## config.mk

```make
export PLATFORM = sky130hd
export DESIGN_NAME = bgr_queue
export DESIGN_NICKNAME = d
export VERILOG_FILES = /design/src/design/bgr_pkg.sv /design/src/design/bgr_queue.sv
export SDC_FILE = /design/constraint.sdc
export NUM_CORES = 1
export LEC_CHECK = 0
export BUFFER_PORTS_ARGS = -buffer_cell sky130_fd_sc_hd__buf_2
export CORE_ASPECT_RATIO = 1.75
export CORE_MARGIN = 4
export CORE_UTILIZATION = 40
export CTS_CLUSTER_DIAMETER = 60
export DETAILED_ROUTE_END_ITERATION = 7
export PLACE_DENSITY = 0.66
export SLEW_MARGIN = 20
export SYNTH_ARGS = -nofsm -noshare
export SYNTH_HDL_FRONTEND = slang
export SYNTH_SLANG_ARGS = --single-unit
export TNS_END_PERCENT = 10
```

## constraint.sdc

```tcl
create_clock -name clk_i -period 2.3 [get_ports clk_i]
set_input_delay 0.23 -clock clk_i [delete_from_list [all_inputs] [get_ports clk_i]]
set_output_delay 0.23 -clock clk_i [all_outputs]
set_load 0.02 [all_outputs]
```

## src/design/bgr_pkg.sv

```systemverilog
// Package for the rectangle vertex-minus-edge counter.
// Shared sizes, register selects and the command type. No dependencies.
`timescale 1ns / 1ps
package bgr_pkg;
  localparam int MaxRows = 256;
  localparam int MaxCols = 256;
  localparam int RowW = $clog2(MaxRows);
  localparam int ColW = $clog2(MaxCols);
  localparam int AddrW = RowW + ColW;
  localparam int SumW = 17;
  localparam int CntW = 18;
  localparam int DimW = 9;
  localparam int QDepth = 2;

  localparam logic [0:0] RegRows = 1'b0;
  localparam logic [0:0] RegCols = 1'b1;

  typedef struct packed {
    logic           is_query;
    logic           bad;
    logic           bit_v;
    logic           h_v;
    logic           first_col;
    logic [RowW-1:0] r0;
    logic [ColW-1:0] c0;
    logic [RowW-1:0] r1;
    logic [ColW-1:0] c1;
  } cmd_t;
endpackage

```

## src/design/bgr_queue.sv

```systemverilog
// Short command queue between front and back.
// Uses bgr_pkg.
`timescale 1ns / 1ps
module bgr_queue (
  input  logic          clk_i,
  input  logic          rst_ni,
  input  logic          wr_i,
  input  bgr_pkg::cmd_t wdata_i,
  output logic          full_o,
  output logic          empty_o,
  input  logic          rd_i,
  output bgr_pkg::cmd_t rdata_o
);
  import bgr_pkg::*;
  localparam int PW = $clog2(QDepth);
  cmd_t mem_q [QDepth];
  logic [PW-1:0] wp_q, rp_q;
  logic [PW:0]   cnt_q;

  assign full_o  = cnt_q == QDepth[PW:0];
  assign empty_o = cnt_q == '0;
  assign rdata_o = mem_q[rp_q];

  always_ff @(posedge clk_i) if (wr_i) mem_q[wp_q] <= wdata_i;

  always_ff @(posedge clk_i or negedge rst_ni) begin
    if (!rst_ni) begin
      wp_q <= '0; rp_q <= '0; cnt_q <= '0;
    end else begin
      if (wr_i) wp_q <= (wp_q == PW'(QDepth - 1)) ? '0 : wp_q + 1'b1;
      if (rd_i) rp_q <= (rp_q == PW'(QDepth - 1)) ? '0 : rp_q + 1'b1;
      cnt_q <= cnt_q + {{PW{1'b0}}, wr_i} - {{PW{1'b0}}, rd_i};
    end
  end
endmodule

```

# [Yosys cells after proc, flatten, opt, wreduce, memory -nomap -nowiden]
# Memory sizes are Yosys's and may differ from the RTL's.
# Cells that the tools add are included.
[totals] reg_bits=4 ram_bits=74 inputBits=41 output_inout_bits=39 word_cells=14 mem_count=1
[memory_table] name="mem_q" words=2 width=37 rd=1 rd_ports_with_merged_regs=0 write_ports=1 line_no="bgr_queue.sv:16" rtl="cmd_t mem_q [QDepth];"
[classes] n_addsub=4 eq_ne=1 mux=4 reduce_logical=1
[ops] operator="two-way mux 1 bit" count=4
[ops] operator="adder 1 bit, second input constant" count=2
[ops] operator="adder 2 x 1 -> 2 bit" count=1
[ops] operator="equality test 2 bit, second input constant" count=1
[ops] operator="zero test 2 bit" count=1
[ops] operator="subtractor 2 x 1 -> 2 bit" count=1

# [Depth between registers and ports, before layout]
# Gate-level depths: netlist of the first run.
[depth] ltp_word=2 mapped_depth=5 ltp_nobuf=5

# [Worst setup path after synthesis of the first run]
# OpenSTA, ideal clock, no wires.
[synth_timing] path_type="register to register" start="register wp_q" end="memory mem_q[0][0] (netlist name) (enable)" setup_ps=436 arrival_ps=2061 required_ps=1864 setup_slack_ps=-197 stages_incl_launch_ff=2 path_buffers=0 synth_period_minus_slack_ps=2497 cell_sequence="dfrtp_1 -> nor2b_1"
[synth_rtl] item="from (decl)" line_no="bgr_queue.sv:17" rtl="logic [PW-1:0] wp_q, rp_q;"
[synth_rtl] item="from (signal assigned)" line_no="bgr_queue.sv:30" rtl="if (wr_i) wp_q <= (wp_q == PW'(QDepth - 1)) ? '0 : wp_q + 1'b1;"
[synth_rtl] item="to (decl)" line_no="bgr_queue.sv:16"
# No word-level cell before the write port.

==> flow_summary.yaml, run 1 <==
finish:
  finalInstanceArea_mm2: 0.003785
  final_layout_size_suffix_gt1_share_pct: 60.18
  design.final.nets: 264
  area_growth_from_synthesis_to_final_layout_pct: 28.34
  fin_cells: 313
  postLayoutCoreUtil_pct: 52.70
  fillers: 605
clock_network:
  number_of_buffers_added_by_the_clock_tree_synthesis_step: 9
  post_cts.resized_instances: 0
  tritoncts_clock_tree: "built"
  clock_path_buffers: 2
  ctsRootBufferMaster: "sky130_fd_sc_hd__clkbuf_16"
  cts_setup_buffers: 0
  numClockSinks: 78
  cts.htree.levels: 3
  path_clk_slew_ns: 0.06
  clk-insertion-delay-late_ns: 0.33
route:
  detailedRoute.firstPassIterationCount: 4
  drt_first_iter_violations: 68
  wl_met3_um: 301
  m1WireLength_mm: 1.677
  met2_wirelength_mm: 2.691
  postRouteWirelength_mm: 4.801
  vias: 1495
  drc: 0
  antenna_violating_nets_post_route: 0
  vias_per_cell: 4.776
  detailed_route_wire_length_per_cell_um: 15.34
  maxUsedRoutingLayer: "met4"
power:
  p_sw_share_pct: 29.84
  power_per_cell_area_mw_per_mm2: 1304
  total_leakage_power_uw: 0.001525
  seq_power_share_pct: 41.4
  power_frac_clock_pct: 26.5
  internal_power_uw: 3461
  combinationalPowerShare_pct: 32.0
  worst_ir_drop_vdd_uv: 729.9
  switching_power_uw: 1472
placement:
  routabilityCongestion: 0.6952
  place_inst: 295
  hpwl_mm: 3.376
  placement.io_buffers: 79
  standard_cell_area_after_detailed_placement_mm2: 0.003491
grt:
  grt_pass1_vias: 1534
  globalRouteOverflowTotal: 0
  grt.total_usage_pct: 11.68
  antenna_found_initial: 1
  pin_count_of_the_biggest_net_entering_global_routing: 26
  grt_first_pass_wirelength_mm: 7.314
min_path:
  hold_path_class: "in2reg"
  min_path_cells: 1
floorplan:
  num_rows: 41
  top_level_ports: 80
  die-area_mm2: 0.008864
  core_region_area_mm2: 0.007182
  floorplan.die.height_um: 121.6
  dieWidth_um: 72.91
  start_util_pct: 41.06
yosys:
  synth_top_area_share_pct: 75.35
  yosys.cell_types.count: 13
  syn_nets: 173
  synth.ff_latch_count: 78
  syn-instance-count: 130
  synth_top_cells_by_area: "sky130_fd_sc_hd__edfxtp_1 (75%), sky130_fd_sc_hd__mux2_4 (10%), sky130_fd_sc_hd__mux2_2 (6.5%)"
  synthesis.area_mm2: 0.002949
  post-synth-top-area-cell: "sky130_fd_sc_hd__edfxtp_1"
  synth_area_per_cell_um2: 22.69
  synth_seq_area_share_pct: 78.74
  ys.warnings.count: 0
critical_path:
  timing.critical_path.to_type: "output pin"
  worst_path_dominant_cell_family: "flip-flops"
  critPathRequiredTime_ns: 2.07
  timing_worst_setup_path_type: "reg2out"
  setup.worst_path.start_class: "flip-flop"
  critical-path-slowest-cell: "sky130_fd_sc_hd__dfrtp_2"
  r2r_cells: 2
  critical_path_arrival_ns: 1.76
  crit_path_cell_trace: "buf_4 -> mux2_2 -> buf_2"
  timing.critical_path.buf_inv: 2
  critical_path.max_fanout: 18
  critical_path_depth: 3
  worst_path_max_stage_delay_ns: 0.68
timing:
  relSlewSlack_pct: 67.14
  timing_hold_violations_final: 0
  fmax_ghz: 0.5032
  clock-skew-final_ns: 0.003259
  finalSetupTns_ns: 0
  actual_transition_at_the_worst_max_transition_pin_ns: 0.4929
  timing.final.crit_share_pct: 86.40
  rsz0062_at_grt: "no"
  setup_viol: 0
  finalCriticalPeriod_ns: 1.987
  finalMaxSlewViolations: 0
job:
  cap_viol_max_count: 0
outcome:
  run_status: "finished clean"
-- placed cells by master, fill, tap and decap left out --
cell type,n
sky130_fd_sc_hd__clkinv_1,2
sky130_fd_sc_hd__nor2b_1,1
sky130_fd_sc_hd__mux2_4,20
sky130_fd_sc_hd__diode_2,1
sky130_fd_sc_hd__buf_2,79
sky130_fd_sc_hd__dfrtp_1,3
sky130_fd_sc_hd__clkbuf_16,9
sky130_fd_sc_hd__and2_2,1
sky130_fd_sc_hd__edfxtp_1,74
sky130_fd_sc_hd__xor3_1,1
sky130_fd_sc_hd__clkbuf_1,1
sky130_fd_sc_hd__xor2_1,2
sky130_fd_sc_hd__dlygate4sd3_1,1
sky130_fd_sc_hd__buf_12,3
sky130_fd_sc_hd__ha_1,2
sky130_fd_sc_hd__mux2_2,17
sky130_fd_sc_hd__bufinv_16,1
sky130_fd_sc_hd__nor2b_4,1
sky130_fd_sc_hd__inv_1,2
sky130_fd_sc_hd__nor2_1,1
sky130_fd_sc_hd__buf_4,1
sky130_fd_sc_hd__clkinv_2,3
sky130_fd_sc_hd__dfrtp_2,1
-- cells in the mapped netlist --
library cell               instances
sky130_fd_sc_hd__buf_6             3
sky130_fd_sc_hd__ha_1              2
sky130_fd_sc_hd__buf_2             1
sky130_fd_sc_hd__nor2b_1           2
sky130_fd_sc_hd__xor3_1            1
sky130_fd_sc_hd__mux2_4           20
sky130_fd_sc_hd__xor2_1            2
sky130_fd_sc_hd__mux2_2           17
sky130_fd_sc_hd__inv_1             2
sky130_fd_sc_hd__edfxtp_1         74
sky130_fd_sc_hd__dfrtp_1           4
sky130_fd_sc_hd__and2_1            1
sky130_fd_sc_hd__nor2_1            1
-- area by class of cell --
class	instances	area, µm²	share of cell area (%)
antenna	1	2.502	0.06612
inverter	2	7.507	0.1983
sequential	78	2323	61.39
multi-input combinational	46	589.3	15.57
clock inverter	6	52.55	1.388
timing repair buffer	84	473.0	12.50
tap	86	107.6	2.843
clock buffer	10	229.0	6.050
-- final timing paths --
path / startpoint / endpoint / slack (ns)
worst max-delay path: rp_q / rdata_o[19] / 0.31
worst min-delay path: wdata_i[2] / mem_q[1][2] / 0.09
worst max register to register: wp_q / mem_q[1][25] / 0.93
worst min register to register: wp_q / wp_q / 0.54
max in group asynchronous: rst_ni / rp_q / 1.94
min in group asynchronous: rst_ni / cnt_q[1] / 0.23
-- stage by stage --
stage          power, µW  hold WS, ns  setup WS, ns
3_3_place_gp        3672      0.04087        0.6390
4_1_cts             5027      0.07177        0.2754
5_1_grt             5175      0.08034        0.2343
3_5_place_dp        3689      0.03876        0.6361
2_1_floorplan       3189     -0.06559        0.5063
6_report            4934      0.09079        0.3128
-- flip-flops by register name, summed over array words and instances, names as in the netlist --
signal and flops:
rp_q 1, mem_q 74, wp_q 1, cnt_q 2
-- metal layers --
layer | up-vias | track usage (%)
met2 | 49 | 20.02
met1 | 743 | 11.56
met5 | - | 0
met3 | 12 | 4.129
li1 | 691 | -
met4 | 0 | 7.621
-- power by group through the flow --
stage | sequential, µW | combinational (µW) | clock [µW]
final | 2040 | 1580 | 1310
after global placement | 2070 | 1610 | 0
after detailed placement | 2080 | 1610 | 0
after floorplan | 1990 | 1200 | 0
after global routing | 2080 | 1690 | 1410
after CTS | 2050 | 1620 | 1360
-- what timing repair did --
| action | in CTS | in global routing |
|---|---|---|
| endpoints found under the hold margin | 4 | 0 |
| hold buffers | 1 | 0 |
| endpoints found under the setup margin | 0 | 0 |
-- logic make-up after synthesis --
group                      after synthesis  share of synthesized area [%]
xor gates and xnor gates                 3                          1.400
adders and majority gates                2                         0.8484
buffers and inverters                    6                          1.570
DFF                                     78                          78.74
muxes                                   37                          16.67
and+or+nand+nor                          4                         0.7636
No activity file was read; power rests on OpenSTA's default activity.
==> run 2: changes to the inputs <==
--- a/config.mk
+++ b/config.mk
@@ -6,7 +6,7 @@
 export NUM_CORES = 1
 export LEC_CHECK = 0
 export BUFFER_PORTS_ARGS = -buffer_cell sky130_fd_sc_hd__buf_2
-export CORE_ASPECT_RATIO = 1.75
+export CORE_ASPECT_RATIO = 0.8
 export CORE_MARGIN = 4
 export CORE_UTILIZATION = 40
 export CTS_CLUSTER_DIAMETER = 60
==> flow_summary.yaml, run 2 (synthesis results as in run 1) <==
min_path:
  hold_path_class: "in2reg"
  min_path_cells: 1
  min-delay-start: "wdata_i[31]"
  hold_path_end: "mem_q[1][31]"
timing:
  actual_transition_at_the_worst_max_transition_pin_ns: 0.5195
  finalCriticalPeriod_ns: 1.896
  setup_viol: 0
  clock-skew-final_ns: 0.008491
  finalSetupTns_ns: 0
  timing.final.crit_share_pct: 82.43
  timing_hold_violations_final: 0
  relSlewSlack_pct: 65.37
  finalMaxSlewViolations: 0
  rsz0062_at_grt: "no"
  fmax_ghz: 0.5274
power:
  power_per_cell_area_mw_per_mm2: 1263
  worst_ir_drop_vdd_uv: 628.2
  total_leakage_power_uw: 0.001480
finish:
  finalInstanceArea_mm2: 0.003687
  multi_input_area_um2: 589.3
  largest_register_by_flop_count: "mem_q"
  most-common-layout-cells: "sky130_fd_sc_hd__buf_2 (79), sky130_fd_sc_hd__edfxtp_1 (74), sky130_fd_sc_hd__mux2_4 (20)"
  final_layout_size_suffix_gt1_share_pct: 60.00
  fillers: 594
  area_growth_from_synthesis_to_final_layout_pct: 25.03
  largest_register_ffs: 74
  sequential_cell_area_mm2: 0.002323
  top_regs: "mem_q x74, cnt_q x2"
  layout_commonest_cell: "sky130_fd_sc_hd__buf_2"
  design.final.nets: 263
  fin_cells: 312
  num_antenna_cells: 0
critical_path:
  r2r_cells: 2
  worst_path_max_stage_delay_ns: 0.51
  critical_path_arrival_ns: 1.67
  rr_startpoint: "wp_q"
  timing.critical_path.to_type: "output pin"
  crit_path_cell_trace: "buf_12 -> mux2_2 -> buf_2"
  r2r_end: "mem_q[1][28]"
  critical_path.max_fanout: 30
  setup.worst_path.start_class: "flip-flop"
  reg2reg_setup_slack_ns: 0.85
  timing_worst_setup_path_type: "reg2out"
  critPathRequiredTime_ns: 2.07
  critical-path-slowest-cell: "sky130_fd_sc_hd__dfrtp_2"
grt:
  grt_first_pass_wirelength_mm: 8.314
  pin_count_of_the_biggest_net_entering_global_routing: 38
  antenna_found_initial: 1
  grt.total_usage_pct: 12.62
  grt_pass1_vias: 1637
  globalRouteOverflowTotal: 0
floorplan:
  start_util_pct: 41.97
  num_rows: 27
  top_level_ports: 80
  dieWidth_um: 104
  die-area_mm2: 0.008819
  floorplan.die.height_um: 84.80
  core_region_area_mm2: 0.007027
clock_network:
  ctsRootBufferMaster: "sky130_fd_sc_hd__clkbuf_8"
  clock_path_buffers: 2
  number_of_buffers_added_by_the_clock_tree_synthesis_step: 9
  numClockSinks: 78
  cts.htree.levels: 3
  tritoncts_clock_tree: "built"
  path_clk_slew_ns: 0.07
  post_cts.resized_instances: 0
  clk-insertion-delay-late_ns: 0.35
route:
  antenna_violating_nets_post_route: 0
  drt_first_iter_violations: 62
  postRouteWirelength_mm: 5.082
  vias_per_cell: 4.715
  drc: 0
  detailedRoute.firstPassIterationCount: 4
  detailed_route_wire_length_per_cell_um: 16.29
  vias: 1471
placement:
  standard_cell_area_after_detailed_placement_mm2: 0.003472
  routabilityCongestion: 0.6755
  hpwl_mm: 3.428
  place_inst: 295
  placement.io_buffers: 79
job:
  cap_viol_max_count: 0
outcome:
  run_status: "finished clean"
run 2: worst max-delay path, delay by kind of cell (launching register included):
family	cells	cell delay (ns)
flops	1	0.51
buf+inv	2	0.43
mux	1	0.38
run 2: metal layers:
metal	global-route usage [%]	wire, µm	up-vias	share of wire (%)
met3	7.225	462	11	9.1
met1	14.84	2196	709	43
li1	-	-	686	-
met5	0	13	-	0.26
met4	3.986	74	2	1.5
met2	19.71	2334	63	46
run 2: how the worst max path moves through the flow:
stage                     from     endpoint  depth (start not counted)
after floorplan           wp_q  mem_q[0][0]                          1
after detailed placement  rp_q  rdata_o[23]                          3
after global placement    rp_q  rdata_o[22]                          3
final                     rp_q  rdata_o[22]                          3
after CTS                 rp_q  rdata_o[23]                          3
after global routing      rp_q  rdata_o[22]                          3
run 2: area by class of cell:
class | instances | share of cell area [%]
flip-flops and latches | 78 | 63.01
well taps | 87 | 2.952
clock inverters | 5 | 2.002
multi-input cells | 46 | 15.98
clock buffers | 11 | 3.563
inverters | 2 | 0.2036
repair buffers | 83 | 12.28
run 2: stage by stage:
stage                     setup WS, ns  power, µW  hold slack, ns  utilization [%]
after floorplan                 0.5063       3189        -0.06559                -
after global placement          0.7597       3645         0.04153            49.41
after detailed placement        0.7459       3668         0.04247            49.41
after CTS                       0.3598       4731         0.05229            52.48
after global routing            0.2931       4919         0.03729            52.48
final                           0.4041       4658         0.07280            52.48
run 2: repair_timing:
action,in CTS,in global routing
endpoints found under the hold margin,4,0
hold buffers,1,0
buffers inserted,0,0
run 2: power breakdown:
| group | switching (µW) | leakage (µW) | internal, µW |
|---|---|---|---|
| Sequential | 116 | 0.000740 | 1890 |
| Clock | 447 | 0.000105 | 604 |
| Combinational | 876 | 0.000636 | 721 |
