File: src/design/bgr_pkg.sv
// Package for the rectangle vertex-minus-edge counter.
// Shared sizes, register selects and the command type. No dependencies.
`timescale 1ns / 1ps
package bgr_pkg;
  localparam int MaxRows = 256;
  localparam int MaxCols = 256;
  localparam int RowW = $clog2(MaxRows);
  localparam int ColW = $clog2(MaxCols);
  localparam int AddrW = RowW + ColW;
  localparam int SumW = 17;
  localparam int CntW = 18;
  localparam int DimW = 9;
  localparam int QDepth = 2;

  localparam logic [0:0] RegRows = 1'b0;
  localparam logic [0:0] RegCols = 1'b1;

  typedef struct packed {
    logic           is_query;
    logic           bad;
    logic           bit_v;
    logic           h_v;
    logic           first_col;
    logic [RowW-1:0] r0;
    logic [ColW-1:0] c0;
    logic [RowW-1:0] r1;
    logic [ColW-1:0] c1;
  } cmd_t;
endpackage

File: src/design/bgr_front.sv
// Front end: tracks load position, classifies items into commands.
// Uses bgr_pkg.
`timescale 1ns / 1ps
module bgr_front (
  input  logic                    clk_i,
  input  logic                    rst_ni,
  input  logic                    cfg_we_i,
  input  logic [bgr_pkg::DimW-1:0] nrows_i,
  input  logic [bgr_pkg::DimW-1:0] ncols_i,
  input  logic                    in_valid_i,
  output logic                    in_stall_o,
  input  logic                    kind_i,
  input  logic                    cell_bit_i,
  input  logic [7:0]              top_row_i,
  input  logic [7:0]              left_col_i,
  input  logic [7:0]              bottom_row_i,
  input  logic [7:0]              right_col_i,
  output logic                    cmd_valid_o,
  input  logic                    cmd_full_i,
  output bgr_pkg::cmd_t           cmd_o
);
  import bgr_pkg::*;
  logic [RowW-1:0] row_q, row_d, r;
  logic [ColW-1:0] col_q, col_d, c;
  logic            ready_q, ready_d, prevc_q, prevc_d;
  logic            acc, oob, lastc, lastr;

  assign in_stall_o  = cmd_full_i;
  assign acc         = in_valid_i && !cmd_full_i;
  assign cmd_valid_o = acc;

  always_comb begin
    oob = ({1'b0, row_q} >= nrows_i) || ({1'b0, col_q} >= ncols_i);
    r = oob ? '0 : row_q;
    c = oob ? '0 : col_q;
    lastc = ({1'b0, c} + 9'd1) >= ncols_i;
    lastr = ({1'b0, r} + 9'd1) >= nrows_i;
    row_d = row_q; col_d = col_q; ready_d = oob ? 1'b0 : ready_q; prevc_d = prevc_q;
    cmd_o = '0;
    if (kind_i) begin
      cmd_o.is_query = 1'b1;
      cmd_o.bad = !ready_q || top_row_i > bottom_row_i || left_col_i > right_col_i
        || {1'b0, bottom_row_i} >= nrows_i || {1'b0, right_col_i} >= ncols_i;
      cmd_o.r0 = top_row_i; cmd_o.c0 = left_col_i;
      cmd_o.r1 = bottom_row_i; cmd_o.c1 = right_col_i;
    end else begin
      if (r == '0 && c == '0) ready_d = 1'b0;
      cmd_o.bit_v = cell_bit_i;
      cmd_o.h_v = (c != '0) && cell_bit_i && (oob ? 1'b0 : prevc_q);
      cmd_o.first_col = (c == '0);
      cmd_o.r1 = r; cmd_o.c1 = c;
      prevc_d = cell_bit_i;
      if (!lastc) begin
        col_d = c + 1'b1; row_d = r;
      end else begin
        col_d = '0;
        if (!lastr) row_d = r + 1'b1;
        else begin
          row_d = '0; ready_d = 1'b1;
        end
      end
    end
  end

  always_ff @(posedge clk_i or negedge rst_ni) begin
    if (!rst_ni) begin
      row_q <= '0; col_q <= '0; ready_q <= 1'b0; prevc_q <= 1'b0;
    end else if (cfg_we_i) begin
      row_q <= '0; col_q <= '0; ready_q <= 1'b0; prevc_q <= 1'b0;
    end else if (acc) begin
      row_q <= row_d; col_q <= col_d; ready_q <= ready_d; prevc_q <= prevc_d;
    end
  end
endmodule

File: config.mk
export PLATFORM = sky130hd
export DESIGN_NAME = bgr_front
export DESIGN_NICKNAME = d
export VERILOG_FILES = /design/src/design/bgr_pkg.sv /design/src/design/bgr_front.sv
export SDC_FILE = /design/constraint.sdc
export NUM_CORES = 1
export LEC_CHECK = 0
export ABC_AREA = 1
export BUFFER_PORTS_ARGS = -buffer_cell sky130_fd_sc_hd__clkbuf_2
export CORE_MARGIN = 2
export CORE_UTILIZATION = 50
export CTS_BUF_LIST = sky130_fd_sc_hd__clkbuf_4 sky130_fd_sc_hd__clkbuf_8
export DETAILED_ROUTE_END_ITERATION = 16
export PLACE_DENSITY = 0.85
export SLEW_MARGIN = 20
export SYNTH_ARGS = -nofsm -noshare
export SYNTH_HDL_FRONTEND = slang
export SYNTH_SLANG_ARGS = --single-unit
File: constraint.sdc
create_clock -name clk_i -period 3.5 [get_ports clk_i]
set_input_delay 0.7 -clock clk_i [delete_from_list [all_inputs] [get_ports clk_i]]
set_output_delay 0.7 -clock clk_i [all_outputs]
set_load 0.05 [all_outputs]
* After elaboration in Yosys (flattened, before gate mapping)
Index checks and enable logic that the tools add are counted.
** Cells by class
- Mux-type cells :: 26
- Reductions and logical operators :: 16
- Magnitude comparators :: 8
- Add/sub/neg operators :: 4
- Equal/unequal tests :: 1
** Operators by type and width (count)
- two-way mux 8 bit :: 11
- >= comparator 8 x 9 -> 1 bit :: 4
- two-way mux 16 bit :: 2
- adder 8 x 1 -> 9 bit, second input constant :: 2
- >= comparator 9 bit :: 2
- adder 8 x 1 -> 8 bit, second input constant :: 2
- greater-than comparator 8 bit :: 2
- zero test 8 bit :: 2
- two-way mux 1 bit :: 11
- nonzero test 8 bit :: 1
- logical OR 1 bit :: 5
- logical AND 1 bit :: 4
- two-way mux 3 bit :: 1
- zero test 1 bit :: 2
- two-way mux 2 bit :: 1
- inequality test 2 bit, second input constant :: 1
- AND reduction 2 bit :: 1
- nonzero test 2 bit :: 1
** Word-level totals
- Output and inout port bits :: 39
- Bits in registers :: 18
- Input port bits :: 57

* Longest topological paths before layout
Gate-level depths: netlist (run 1).
- Word-level depth :: 11
- Gate-level depth with buffers :: 27
- Mapped depth without buffers :: 26

* Worst setup path before layout (run 1)
Ideal clock, no wire load.
- Kind :: input -> register
- Start :: input port ncols_i[6] in the netlist's numbering
- End :: register row_q[6]
- Setup slack :: -0.575 ns
- Setup time :: 0.124 ns
- Path buffers :: 1
- Data arrival time :: 3.951 ns
- Required time :: 3.376 ns
- Cell stages on the path :: 25
- Cells stage by stage :: inv_1 -> ha_1 -> nand2_1 -> inv_1 -> o21bai_2 -> nand3_4 -> nor2_8 -> nand2_4 -> buf_6 -> nor2_1 -> ha_1 -> nand4_1 -> clkinv_1 -> nand4_1 -> nand2_1 -> inv_1 -> ha_1 -> nand4_1 -> or3_1 -> nand4_1 -> nor2_1 -> a21oi_2 -> inv_1 -> nand2_1 -> o21ai_1
** Between the ends
- Longest elaborated chain between the ends :: 10
- Elaborated cells on any way between the ends :: 14
- Classes of those cells :: add/sub (3); order compare (3); mux (7); reduce/logical (1)
** RTL lines
- from (decl) :: line bgr_front.sv:9 : input logic [bgr_pkg::DimW-1:0] ncols_i,
- >= comparator 8 x 9 -> 1 bit :: line bgr_front.sv:33 : oob = ({1'b0, row_q} >= nrows_i) || ({1'b0, col_q} >= ncols_i);
- logical OR 1 bit :: line bgr_front.sv:33
- two-way mux 8 bit :: line bgr_front.sv:34 : r = oob ? '0 : row_q;
- adder 8 x 1 -> 9 bit :: line bgr_front.sv:37 : lastr = ({1'b0, r} + 9'd1) >= nrows_i;
- >= comparator 9 bit :: line bgr_front.sv:37
- two-way mux 8 bit :: line bgr_front.sv:57 : if (!lastr) row_d = r + 1'b1;
- two-way mux 8 bit (*) :: line bgr_front.sv:53 : if (!lastc) begin
- two-way mux 8 bit (*) :: line bgr_front.sv:40 : if (kind_i) begin
- two-way mux 8 bit (*) :: line bgr_front.sv:70 : end else if (acc) begin
- two-way mux 8 bit (*) :: line bgr_front.sv:68 : end else if (cfg_we_i) begin
- to (signal assigned) :: line bgr_front.sv:71 : row_q <= row_d; col_q <= col_d; ready_q <= ready_d; prevc_q <= prevc_d;
- to (decl) :: line bgr_front.sv:23 : logic [RowW-1:0] row_q, row_d, r;
Every way passes the cells marked *; elsewhere a longest branch is shown, timed or not. The select of a mux whose other input is x is not followed.
A chain may end at the register's enable or synchronous reset.

* Worst setup path after layout (run 1)
- Start :: input port ncols_i[6] in the netlist's numbering
- End :: register row_q[5]
Same word-level chain as after synthesis.

==> results_tabular.tex, run 1 <==
\begin{tabular}{lr}
\hline
Metric & Value \\
\hline
\multicolumn{2}{l}{\textbf{Placed design}} \\
Number of input and output port buffers inserted & 95 \\
Detailed Place HPWL & 9636 µm \\
Placer congestion estimate & 0.9637 \\
Placed instance area & 4835 µm² \\
\multicolumn{2}{l}{\textbf{Run}} \\
Max-cap viol count & 0 \\
\multicolumn{2}{l}{\textbf{STA}} \\
Setup Skew & 4.516 ps \\
Number of pins with negative max-slew slack in the final report & 0 \\
Maximum clock frequency & 0.2599 GHz \\
Worst setup slack after layout & -347.2 ps \\
Minimum clock period & 3847 ps \\
Slew @ Worst Pin & 744.2 ps \\
Final setup viols & 17 \\
Final Hold Violating Endpoints & 0 \\
Portion of the clock cycle consumed by the worst path in the final layout & 109.9\% \\
Worst rel slew slack & 50.33\% \\
Sum Neg Setup Slack & -4605 ps \\
RSZ-0062 raised after global routing & yes \\
\multicolumn{2}{l}{\textbf{Logic synthesis}} \\
Syn Nets & 656 \\
Most numerous cell types in the synthesized netlist & nand2\_1, inv\_1, ha\_1, nor2\_1, o21ai\_0 \\
Number of synthesized flops with an enable pin & 0 \\
Fraction of synthesized cell area in xor and xnor cells & 0.2591\% \\
Register bit count reported by yosys & 18 \\
Most instantiated library cell after synthesis & nand2\_1 \\
Area fraction in compound gates after synthesis & 15.32\% \\
Warnings, synthesis & 0 \\
Post-synth ARST share & 100.0\% \\
Post-synthesis mux area share & 0\% \\
Cell area after technology mapping & 3381 µm² \\
Yosys top cell by area & ha\_1 \\
Distinct cell type count of the synthesized netlist & 42 \\
Adder-Cell Fraction of Synth Area & 25.91\% \\
Share of synthesized cell area in and, or, nand and nor gates & 30.24\% \\
Post-synthesis sequential area ratio & 13.32\% \\
Mean area per synthesized cell & 6.391 µm² \\
Largest cells by area after synthesis & ha\_1, nand2\_1, dfrtp\_1 \\
Count of mapped cells out of synthesis & 529 \\
Largest family of logic cells by synthesized area & simple AND/OR/NAND/NOR gates \\
Synth top area share & 25.91\% \\
Predominant post-synthesis flop cell & dfrtp\_1 \\
\multicolumn{2}{l}{\textbf{Route}} \\
Via-per-instance ratio & 5.318 \\
Total wire length after detailed routing & 11940 µm \\
Routed wirelength normalized by instance count & 15.25 µm \\
Drt initial violations & 165 \\
Pre-antenna DRT Iters & 5 \\
Detail Route Antenna Nets & 0 \\
Routed vias & 4164 \\
Remaining design rule violation count & 0 \\
\multicolumn{2}{l}{\textbf{Floorplan}} \\
Die footprint & 7436 µm² \\
Placement row count & 29 \\
Initial core utilization & 52.34\% \\
Horiz. Die Dim & 86.23 µm \\
Core area & 6459 µm² \\
Chip height & 86.23 µm \\
Total I/O pin count & 96 \\
\multicolumn{2}{l}{\textbf{Global route}} \\
Antenna violations before repair & 0 \\
First-pass GRT wire length & 18910 µm \\
Global router's overall resource usage & 31.51\% \\
Total gr overflow & 0 \\
Number of global-route vias before repair & 4192 \\
Maximum number of pins on one net before global-route repair & 28 \\
\multicolumn{2}{l}{\textbf{CTS}} \\
Clk Latency, worst-skew pair & 260 ps \\
Cts-stage hold buffer count & 0 \\
CTS buffer count & 3 \\
CTS sink cnt & 18 \\
H-tree levels & 1 \\
Root buffer cell & clkbuf\_8 \\
Clock-pin slew of the registers on the worst-case setup and hold paths & 80 ps \\
Clock tree from TritonCTS & done \\
Maximum buffer depth of the clock tree & 2 \\
\multicolumn{2}{l}{\textbf{Worst setup path}} \\
Required time at the endpoint of the critical path & 3640 ps \\
Type of the worst setup path & primary input to flop \\
Sort of element at the end of the critical path & flop \\
CP startpoint kind & primary input \\
Worst endpoint data arrival time & 3990 ps \\
Maximum fanout encountered on the critical timing path & 8 \\
\multicolumn{2}{l}{\textbf{Power and ir drop}} \\
Power share of the clock group & 22.0\% \\
Total Power Consumption & 802.6 µW \\
Switching component of the power & 342.7 µW \\
Leakage power figure & 0.002872 µW \\
Max IR drop VDD & 141.5 µV \\
Sw frac & 42.70\% \\
Combinational share of power & 51.7\% \\
Sequential group share of total power & 26.3\% \\
Power density normalized to cell area & 153.7 nW/µm² \\
Cell-internal power & 459.9 µW \\
\multicolumn{2}{l}{\textbf{Cells and area}} \\
Fraction of layout instances using a drive strength above 1 & 42.21\% \\
Count of nets after finishing & 834 \\
Antenna Cells & 0 \\
Cell area after layout & 5223 µm² \\
Signed area change from the synthesized netlist to the final layout & 54.48\% \\
Filler cell count & 448 \\
\multicolumn{2}{l}{\textbf{Outcome}} \\
Result of the run & complete, but fails checks \\
Failing checks & setup timing \\
\multicolumn{2}{l}{\textbf{Hold path}} \\
Worst hold path type & primary input to async pin \\
\hline
\end{tabular}
==> layout make-up <==
class / count / area [µm²] / area share (%)
multi-input cells: 381 / 2930 / 56.11
inverters: 120 / 490.5 / 9.391
clock buffers: 4 / 55.05 / 1.054
well taps: 77 / 96.34 / 1.845
repair buffers: 183 / 1200 / 22.98
flip-flops and latches: 18 / 450.4 / 8.625
==> power groups by stage <==
stage,combinational (µW),sequential (µW),clock (µW)
after CTS,391,211,176
final,415,211,177
after floorplan,242,215,0
after detailed placement,382,215,0
after global routing,453,211,184
after global placement,367,215,0
==> logic make-up after synthesis <==
| family | Yosys count |
|---|---|
| compound gates | 88 |
| xor+xnor | 1 |
| flops | 18 |
| buf+inv | 130 |
| simple gates | 222 |
| fa+ha+maj | 70 |
==> layout by cell type, fill, tap and decap left out, types with 22 or more instances in the layout <==
master | netlist | layout
a21oi_1 | 27 | 22
buf_4 | 2 | 86
clkbuf_2 | 0 | 89
ha_1 | 70 | 50
inv_1 | 111 | 88
nand2_1 | 129 | 119
nor2_1 | 33 | 22
o21ai_0 | 28 | 23
==> per-layer routing <==
metal / up-vias / routed length (µm) / track usage, %
met5: - / 0 / 0
met4: 0 / 543 / 11.93
met3: 44 / 445 / 2.286
met2: 145 / 6178 / 59.41
met1: 1912 / 4771 / 37.03
li1: 2063 / - / -
==> path summary, 6_finish.rpt <==
check	depth (start not counted)	from	endpoint	slack (ps)
worst max-delay path	25	ncols_i[6]	row_q[5]	-350
worst min-delay path	1	rst_ni	prevc_q	400
worst max register to register	23	col_q[6]	row_q[5]	-220
worst min register to register	2	prevc_q	prevc_q	500
max in group asynchronous	1	rst_ni	col_q[7]	2750
min in group clk_i	2	prevc_q	prevc_q	500
==> flip-flops by register name, summed over array words and instances, names as in the netlist <==
signal	count
col_q	8
prevc_q	1
ready_q	1
row_q	8
==> critical path, cell delays in order <==
cell and delay (ps):
clkbuf_16 140, inv_16 50, ha_4 190, nand2_2 50, inv_2 40, o21bai_4 180
nand3_4 130, nor2_8 130, nand2_8 110, nor2_4 150, ha_4 140, nand4_1 140
clkinv_2 100, nand4_1 160, nand2_2 110, inv_2 50, ha_4 280, nand2_4 60
nor3_4 210, nand3b_1 110, nand4_1 250, nor2_4 90, a21oi_2 190, buf_6 150
o22ai_2 70
==> metrics by stage <==
stage | util [%] | hold WS [ps] | setup WS, ps | instances
floorplan | - | 404.4 | -233.4 | 529
finish | 80.86 | 395.9 | -347.2 | 783
global placement | 74.85 | 470.1 | -516.6 | 771
global route | 80.86 | 423.2 | -512.6 | 783
detailed placement | 74.85 | 491.2 | -602.1 | 771
CTS | 77.45 | 398.0 | -109.7 | 778
==> timing repair <==
action,4_1_cts,5_1_grt
pin swaps,15,33
endpoints found under the setup margin,19,20
gates cloned,0,0
setup buffers,3,6
gates resized for setup,17,48
(Power assumes the default switching activity.)
==> run 2, diff against run 1 <==
--- a/config.mk
+++ b/config.mk
@@ -12,6 +12,8 @@
 export CTS_BUF_LIST = sky130_fd_sc_hd__clkbuf_4 sky130_fd_sc_hd__clkbuf_8
 export DETAILED_ROUTE_END_ITERATION = 16
 export PLACE_DENSITY = 0.85
+export SETUP_SLACK_MARGIN = 0.2
+export SKIP_CTS_REPAIR_TIMING = 1
 export SLEW_MARGIN = 20
 export SYNTH_ARGS = -nofsm -noshare
 export SYNTH_HDL_FRONTEND = slang
==> run 2 against run 1 <==
- the run still ends with setup timing left
- final cell count increased by 0.77%
- combinational power rose by 2%
- utilization increased by 0.87 points
- design area is 1.1% higher
==> results_tabular.tex, run 2 (same netlist as run 1, synthesis figures left out) <==
\begin{tabular}{lr}
\hline
Metric & Value \\
\hline
\multicolumn{2}{l}{\textbf{CTS}} \\
Clk Latency, worst-skew pair & 270 ps \\
Clock tree from TritonCTS & done \\
Root buffer cell & clkbuf\_8 \\
Clock-pin slew of the registers on the worst-case setup and hold paths & 70 ps \\
CTS buffer count & 3 \\
Maximum buffer depth of the clock tree & 2 \\
CTS sink cnt & 18 \\
H-tree levels & 1 \\
\multicolumn{2}{l}{\textbf{Power and ir drop}} \\
Total Power Consumption & 794.3 µW \\
Power density normalized to cell area & 150.5 nW/µm² \\
Leakage power figure & 0.002913 µW \\
Max IR drop VDD & 156.7 µV \\
\multicolumn{2}{l}{\textbf{Route}} \\
Pre-antenna DRT Iters & 5 \\
Total wire length after detailed routing & 12320 µm \\
Routed vias & 4317 \\
Remaining design rule violation count & 0 \\
Detail Route Antenna Nets & 0 \\
Drt initial violations & 221 \\
Routed wirelength normalized by instance count & 15.62 µm \\
Via-per-instance ratio & 5.471 \\
\multicolumn{2}{l}{\textbf{Cells and area}} \\
Antenna Cells & 0 \\
Count of nets after finishing & 841 \\
Post-route non-filler standard cell count & 789 \\
Post-Route Utilization & 81.73\% \\
Signed area change from the synthesized netlist to the final layout & 56.14\% \\
Fraction of layout instances using a drive strength above 1 & 42.98\% \\
Commonest cells after routing, fill and taps aside & nand2\_1, buf\_4, inv\_1 \\
Register cell area after layout & 450.4 µm² \\
Largest registers & col\_q: 8 flops, row\_q: 8 flops \\
Filler cell count & 394 \\
Multi-input gate area in the final layout & 2912 µm² \\
Most frequent standard cell in the layout excluding fill and tap cells & nand2\_1 \\
\multicolumn{2}{l}{\textbf{Global route}} \\
Total gr overflow & 0 \\
Antenna violations before repair & 0 \\
Grt met3 use & 3.238\% \\
Maximum number of pins on one net before global-route repair & 27 \\
Busiest layer in global routing & met2 \\
Global router's overall resource usage & 29.36\% \\
Met1 global-route usage & 32.79\% \\
Fraction of met2 tracks used by global routing & 57.01\% \\
First-pass GRT wire length & 17670 µm \\
Number of global-route vias before repair & 4076 \\
\multicolumn{2}{l}{\textbf{STA}} \\
Setup Skew & 1.693 ps \\
Sum Neg Setup Slack & -5739 ps \\
Final Hold Violating Endpoints & 0 \\
Portion of the clock cycle consumed by the worst path in the final layout & 111.8\% \\
Final setup viols & 17 \\
Minimum clock period & 3912 ps \\
Maximum clock frequency & 0.2556 GHz \\
Number of pins with negative max-slew slack in the final report & 0 \\
RSZ-0062 raised after global routing & yes \\
Slew @ Worst Pin & 513.1 ps \\
Worst setup slack after layout & -412.2 ps \\
Worst rel slew slack & 65.79\% \\
\multicolumn{2}{l}{\textbf{Placed design}} \\
Detailed Place HPWL & 9316 µm \\
Number of input and output port buffers inserted & 95 \\
Placer congestion estimate & 0.9577 \\
Cell count after placement & 774 \\
\multicolumn{2}{l}{\textbf{Worst setup path}} \\
Flop2flop setup slack & -340 ps \\
Required time at the endpoint of the critical path & 3650 ps \\
Type of the worst setup path & primary input to flop \\
Dominant cell type by count on the critical path & nand4\_1 \\
Endpoint of the worst register-to-register path & row\_q[0] \\
Cell with the largest stage delay on the worst path & or3\_1 \\
Maximum fanout encountered on the critical timing path & 8 \\
FF-to-FF Start & row\_q[0] \\
Worst endpoint data arrival time & 4060 ps \\
CP startpoint kind & primary input \\
Delay of the slowest cell on the worst path & 370 ps \\
Register-to-Register Path Depth & 23 \\
Sort of element at the end of the critical path & flop \\
\multicolumn{2}{l}{\textbf{Floorplan}} \\
Die footprint & 7436 µm² \\
Core area & 6459 µm² \\
Total I/O pin count & 96 \\
Chip height & 86.23 µm \\
Placement row count & 29 \\
Horiz. Die Dim & 86.23 µm \\
Initial core utilization & 52.34\% \\
\multicolumn{2}{l}{\textbf{Outcome}} \\
Result of the run & complete, but fails checks \\
Failing checks & setup timing \\
\multicolumn{2}{l}{\textbf{Run}} \\
Max-cap viol count & 0 \\
\multicolumn{2}{l}{\textbf{Hold path}} \\
Worst hold path type & primary input to async pin \\
\hline
\end{tabular}
## run 2: cell count changes in the layout (fill, tap and decap cells not counted), moves of 3 or more
cell      change
inv_2         -3
buf_4         +7
clkbuf_2      -9
nand2_1       -4
a21oi_2       -3
ha_4          -3
buf_6         +7
nand2_2       +3
## run 2: metal layers
metal | routed length, µm | part of all wire, %
met2 | 6504 | 53
met3 | 718 | 5.8
met1 | 4555 | 37
met5 | 0 | 0
met4 | 544 | 4.4
## run 2: metrics by stage
stage	worst slack (ps)	instance area (µm²)	hold WS, ps
final	-412.2	5279	384.5
after global routing	-586.9	5279	426.8
after CTS	-370.0	4895	407.5
after detailed placement	-606.7	4853	480.9
after floorplan	-233.3	3700	404.4
after global placement	-599.5	4853	472.3
## run 2: how the worst max path moves through the flow
stage,start,endpoint,slack [ps],cells after the start
floorplan,ncols_i[6],row_q[6],-230,25
global placement,ncols_i[6],row_q[1],-600,26
detailed placement,ncols_i[6],row_q[1],-610,26
CTS,nrows_i[5],row_q[1],-370,26
global route,nrows_i[7],row_q[0],-590,25
finish,nrows_i[7],row_q[0],-410,25
## run 2: power breakdown
group          switching [µW]  total, µW  internal, µW  leakage, µW
Combinational             265        424           158      0.00264
Sequential               1.10        211           210     0.000250
Clock                    82.7        160          77.2    0.0000216
## run 2: critical path, delay by kind of cell
| family | cells | cell delay (ps) |
|---|---|---|
| buffers and inverters | 6 | 560 |
| adders and majority gates | 3 | 670 |
| AOI/OAI and AO/OA | 2 | 260 |
| and+or+nand+nor | 14 | 1860 |
## run 2: layout make-up
class | count | area share [%]
clock buffers | 3 | 0.7822
repair buffers | 190 | 24.32
flip-flops and latches | 18 | 8.533
inverters | 120 | 9.386
well taps | 77 | 1.825
multi-input cells | 381 | 55.16
